===== src/rtl/lqls_pkg.sv =====
// shared constants, types and address helper for the lane queue light scheduler
// no dependencies
`default_nettype none
package lqls_pkg;

    localparam int LANE_DEPTH = 64;
    localparam int LANE_COUNT = 4;
    localparam int ID_W       = 16;
    localparam int LANE_W     = 2;
    localparam int HEAD_W     = $clog2(LANE_DEPTH);
    localparam int CNT_W      = $clog2(LANE_DEPTH + 1);
    localparam int LVL_W      = 7;
    localparam int CMP_W      = (CNT_W > LVL_W) ? CNT_W : LVL_W;
    localparam int TOT_W      = CNT_W + 2;
    localparam int ADDR_W     = $clog2(LANE_COUNT * LANE_DEPTH);
    localparam int STORE_D    = LANE_COUNT * LANE_DEPTH;
    localparam int TICK_W     = 8;
    localparam int CFG_IDX_W  = 3;
    localparam int CFG_DATA_W = 8;

    localparam logic [CFG_IDX_W-1:0] REG_GREEN_TICKS = 3'd0;
    localparam logic [CFG_IDX_W-1:0] REG_RED_TICKS   = 3'd1;
    localparam logic [CFG_IDX_W-1:0] REG_ENTER_LEVEL = 3'd2;
    localparam logic [CFG_IDX_W-1:0] REG_EXIT_LEVEL  = 3'd3;
    localparam logic [CFG_IDX_W-1:0] REG_PRIO_LANE   = 3'd4;

    localparam logic [TICK_W-1:0] GREEN_RESET = 8'd10;
    localparam logic [TICK_W-1:0] RED_RESET   = 8'd5;
    localparam logic [LVL_W-1:0]  ENTER_RESET = 7'd10;
    localparam logic [LVL_W-1:0]  EXIT_RESET  = 7'd5;

    typedef struct packed {
        logic              is_tick;
        logic [LANE_W-1:0] lane;
        logic [ID_W-1:0]   id;
    } t_cmd;

    typedef struct packed {
        logic [TICK_W-1:0] green_ticks;
        logic [TICK_W-1:0] red_ticks;
        logic [LVL_W-1:0]  enter_lvl;
        logic [LVL_W-1:0]  exit_lvl;
        logic [LANE_W-1:0] prio_lane;
    } t_cfg;

    typedef struct packed {
        logic              strobe;
        logic              served_valid;
        logic [LANE_W-1:0] served_lane;
        logic [ID_W-1:0]   served_id;
        logic              from_priority;
        logic              light_green;
        logic              priority_active;
        logic              overflow_seen;
        logic              last;
    } t_result;

    function automatic logic [ADDR_W-1:0] f_addr(input logic [LANE_W-1:0] lane,
                                                 input logic [HEAD_W-1:0] slot);
        f_addr = ADDR_W'(lane) * ADDR_W'(LANE_DEPTH) + ADDR_W'(slot);
    endfunction

endpackage
`default_nettype wire


===== src/rtl/lqls_front.sv =====
// front end: takes requests and classifies them into a two-entry command queue
// depends on lqls_pkg
`default_nettype none
module lqls_front (
    input  wire logic                       i_clk,
    input  wire logic                       i_rst_n,
    input  wire logic                       i_start,
    input  wire logic                       i_mode,
    input  wire logic [lqls_pkg::LANE_W-1:0] i_lane,
    input  wire logic [lqls_pkg::ID_W-1:0]  i_vehicle_id,
    output logic                            o_busy,
    output logic                            o_q_valid,
    output lqls_pkg::t_cmd                  o_q_cmd,
    input  wire logic                       i_q_pop
);
    import lqls_pkg::*;

    t_cmd       r_q [2];
    logic       r_wr, r_rd;
    logic [1:0] r_fill;
    logic       push;

    assign o_busy    = (r_fill == 2'd2);
    assign push      = i_start && !o_busy;
    assign o_q_valid = (r_fill != 2'd0);
    assign o_q_cmd   = r_q[r_rd];

    always_ff @(posedge i_clk) begin
        if (push) begin
            r_q[r_wr].is_tick <= i_mode;
            r_q[r_wr].lane    <= i_lane;
            r_q[r_wr].id      <= i_vehicle_id;
        end
        if (!i_rst_n) begin
            r_wr   <= 1'b0;
            r_rd   <= 1'b0;
            r_fill <= 2'd0;
        end else begin
            if (push) begin
                r_wr <= !r_wr;
            end
            if (i_q_pop) begin
                r_rd <= !r_rd;
            end
            case ({push, i_q_pop})
                2'b10:   r_fill <= r_fill + 2'd1;
                2'b01:   r_fill <= r_fill - 2'd1;
                default: r_fill <= r_fill;
            endcase
        end
    end
endmodule
`default_nettype wire


===== config.mk =====
export PLATFORM = sky130hd
export DESIGN_NAME = lqls_front
export DESIGN_NICKNAME = d
export VERILOG_FILES = /design/src/rtl/lqls_pkg.sv /design/src/rtl/lqls_front.sv
export SDC_FILE = /design/constraint.sdc
export NUM_CORES = 1
export LEC_CHECK = 0
export ABC_AREA = 1
export BUFFER_PORTS_ARGS = -buffer_cell sky130_fd_sc_hd__buf_2
export CORE_MARGIN = 2
export CORE_UTILIZATION = 48
export CTS_BUF_LIST = sky130_fd_sc_hd__clkbuf_8
export DETAILED_ROUTE_END_ITERATION = 12
export GPL_TIMING_DRIVEN = 0
export PLACE_DENSITY = 0.75
export SLEW_MARGIN = 30
export SYNTH_ARGS = -nofsm -noshare
export SYNTH_HDL_FRONTEND = slang
export SYNTH_SLANG_ARGS = --single-unit

===== constraint.sdc =====
create_clock -name i_clk -period 2.1 [get_ports i_clk]
set_clock_uncertainty 0.15 [all_clocks]
set_input_delay 0.315 -clock i_clk [delete_from_list [all_inputs] [get_ports i_clk]]
set_output_delay 0.315 -clock i_clk [all_outputs]
set_load 0.05 [all_outputs]

==> metrics <==
status completed; DR iter-0 viols 32; H-tree Lvls 2; Syn Inst Count 96; maximum fanout along the worst path 10; layout overhead on the synthesized area 23.3%; Cell Pwr Density 991 mW/mm2; Min Hold Slack 0.0617 ns; Hold Vio Cnt, Final 0; TritonCTS buffer count 5; Overall Global Routing Usage 0.147; gr ovfl total 0; Tmin final between 1.5 and 2 ns; Max Used Layer met4; Distinct cells, synth 13; Final Instance Count excl. Fillers 193; Vias 898; # diodes 0; placed cell areas 0.00193 mm2; met2 WL 1360 um; Final #Nets 170; CTS tree yes; CTS sink cnt 43; Post-DP HPWL 1770 um; Peak supply drop roughly 600 uV; number of max-cap violations 0; unrepaired setup endpoints after global routing no; Clock Path Buffers 2; fin crit share 0.908; TritonRoute pass-1 iters 4; WL met1 996 um; share of layout cells above drive strength 1 0.483; # DRC 0; Starting Density 0.497; design area 0.00204 mm2; Worst-path clk slew approximately 0.070 ns; Arr. time, crit path ~1.4 ns; initial antenna violation count 0; Synth Register Bits 43; CP startpoint kind register; dpl ws between 0.02 and 0.03 ns; worst-skew pair later-pin latency 0.29 ns; syn_area_per_cell 17.3 um2; Area contributors post-synth edfxtp_1 69%, mux2_4 9.1%, mux2_2 6.1%; via/cell ratio between 4 and 5; largest net degree at the start of global routing 20; CP Data Required Time ~1.6 ns; IO Count 44; Leak Pwr 0.848 nW; Die Wd 62.8 um; Die ar. approximately 0.004 mm2; GPL Wtd Cong 0.667; final setup violating endpoints 0; Routed wire per std cell ~13 um; worst-margin pin slew 0.751 ns; Routed WL 2560 um; Filler cells roughly 270; Final WS setup between 0.15 and 0.2 ns; Yosys top cell by area edfxtp_1; Min-Delay Path Class in -> reg; first-pass GRT wire length 4190 um; Syn. warnings 0; Root Buffer clkbuf_8; slew margin rel. 0.499; Fmax achieved 0.525 GHz; cell row count 21; Seq/Total Area, Yosys 0.749; fin. max-slew vios 0; Post-CTS Repair Setup Buffers 0; total power draw 2.03 mW; Core Box Area 0.00334 mm2; Setup Crit Path Kind reg -> out; # resized after CTS 0; cell area after synthesis 0.00166 mm2; area share of the largest cell type after synthesis 0.688; vias in the first global route about 950; antenna-violating nets left 0; CTS Hold Bufs 0; DR WL met3 163 um; Final Core Density 0.613; DIE HEIGHT 62.8 um; Syn Nets 120; Placed Cells approximately 190; setup TNS 0 ns; PortBufs 43; critical path capture point type primary output
## layout by cell type (no fill, tap or decap), drive strengths merged
master  netlist  routed
ha            1       1
o21ai         1       1
clkbuf        0       5
inv           7       9
dfxtp         5       5
nor2         12      12
bufinv        0       1
buf           2      45
a21oi         1       1
edfxtp       38      38
nand2         9       9
nand4         1       1
mux2         19      19
## report_power, final
part           leakage, nW  switching, mW  internal, mW
registers            0.396         0.0216          1.01
logic                0.391          0.278         0.122
clock network       0.0607          0.252         0.346
total                0.848          0.552          1.47
## cells by family (layout without fill, tap and decap cells)
logic type	Yosys count	after routing	share of synthesized area
adder cells (fa/ha/maj)	1	1	0.00755
flip-flops	43	43	0.749
multiplexers	19	19	0.152
buffers and inverters	9	60	0.0347
AO/OA/AOI/OAI	2	2	0.00603
AND/OR/NAND/NOR	22	22	0.0513
## synth_stat cells (all sizes together)
master  count
edfxtp     38
mux2       19
nor2       12
nand2       9
inv         7
dfxtp       5
buf         2
a21oi       1
ha          1
nand4       1
o21ai       1
## routing by layer
metal  GRT usage  vias to the layer above
met4      0.0667                        0
met2       0.255                       36
met1       0.157                      411
li1            -                      447
met5           0                        -
met3      0.0577                        4
## critical path: stages (launching register included)
cell,delay (ns)
dfxtp_1,0.33
buf_6,0.15
buf_12,0.16
mux2_4,0.30
buf_2,0.21
## worst paths after layout
kind,startpoint,to,depth (start not counted),slack [ns]
max reg2reg,r_fill[0],r_q[1][4],4,0.26
min,i_lane[0],r_q[0][16],1,0.06
max,register,o_q_cmd[11],4,0.19
min reg2reg,r_rd,r_rd,2,0.36
## sequential cells by signal, indices dropped and copies added (netlist names), named ones only
name	flops
r_q	38
r_wr	1
r_rd	1
r_fill	2
## final cells by class
class                   count  area [um2]  area share
clock inverters             3        37.5      0.0184
inverters                   7        26.3      0.0129
flip-flops and latches     43        1240       0.607
well taps                  46        57.6      0.0282
plain buffers               2        31.3      0.0153
multi-input cells          44         367       0.179
clock buffers               5        68.8      0.0337
repair buffers             43         215       0.105
(Power assumes the default switching activity.)
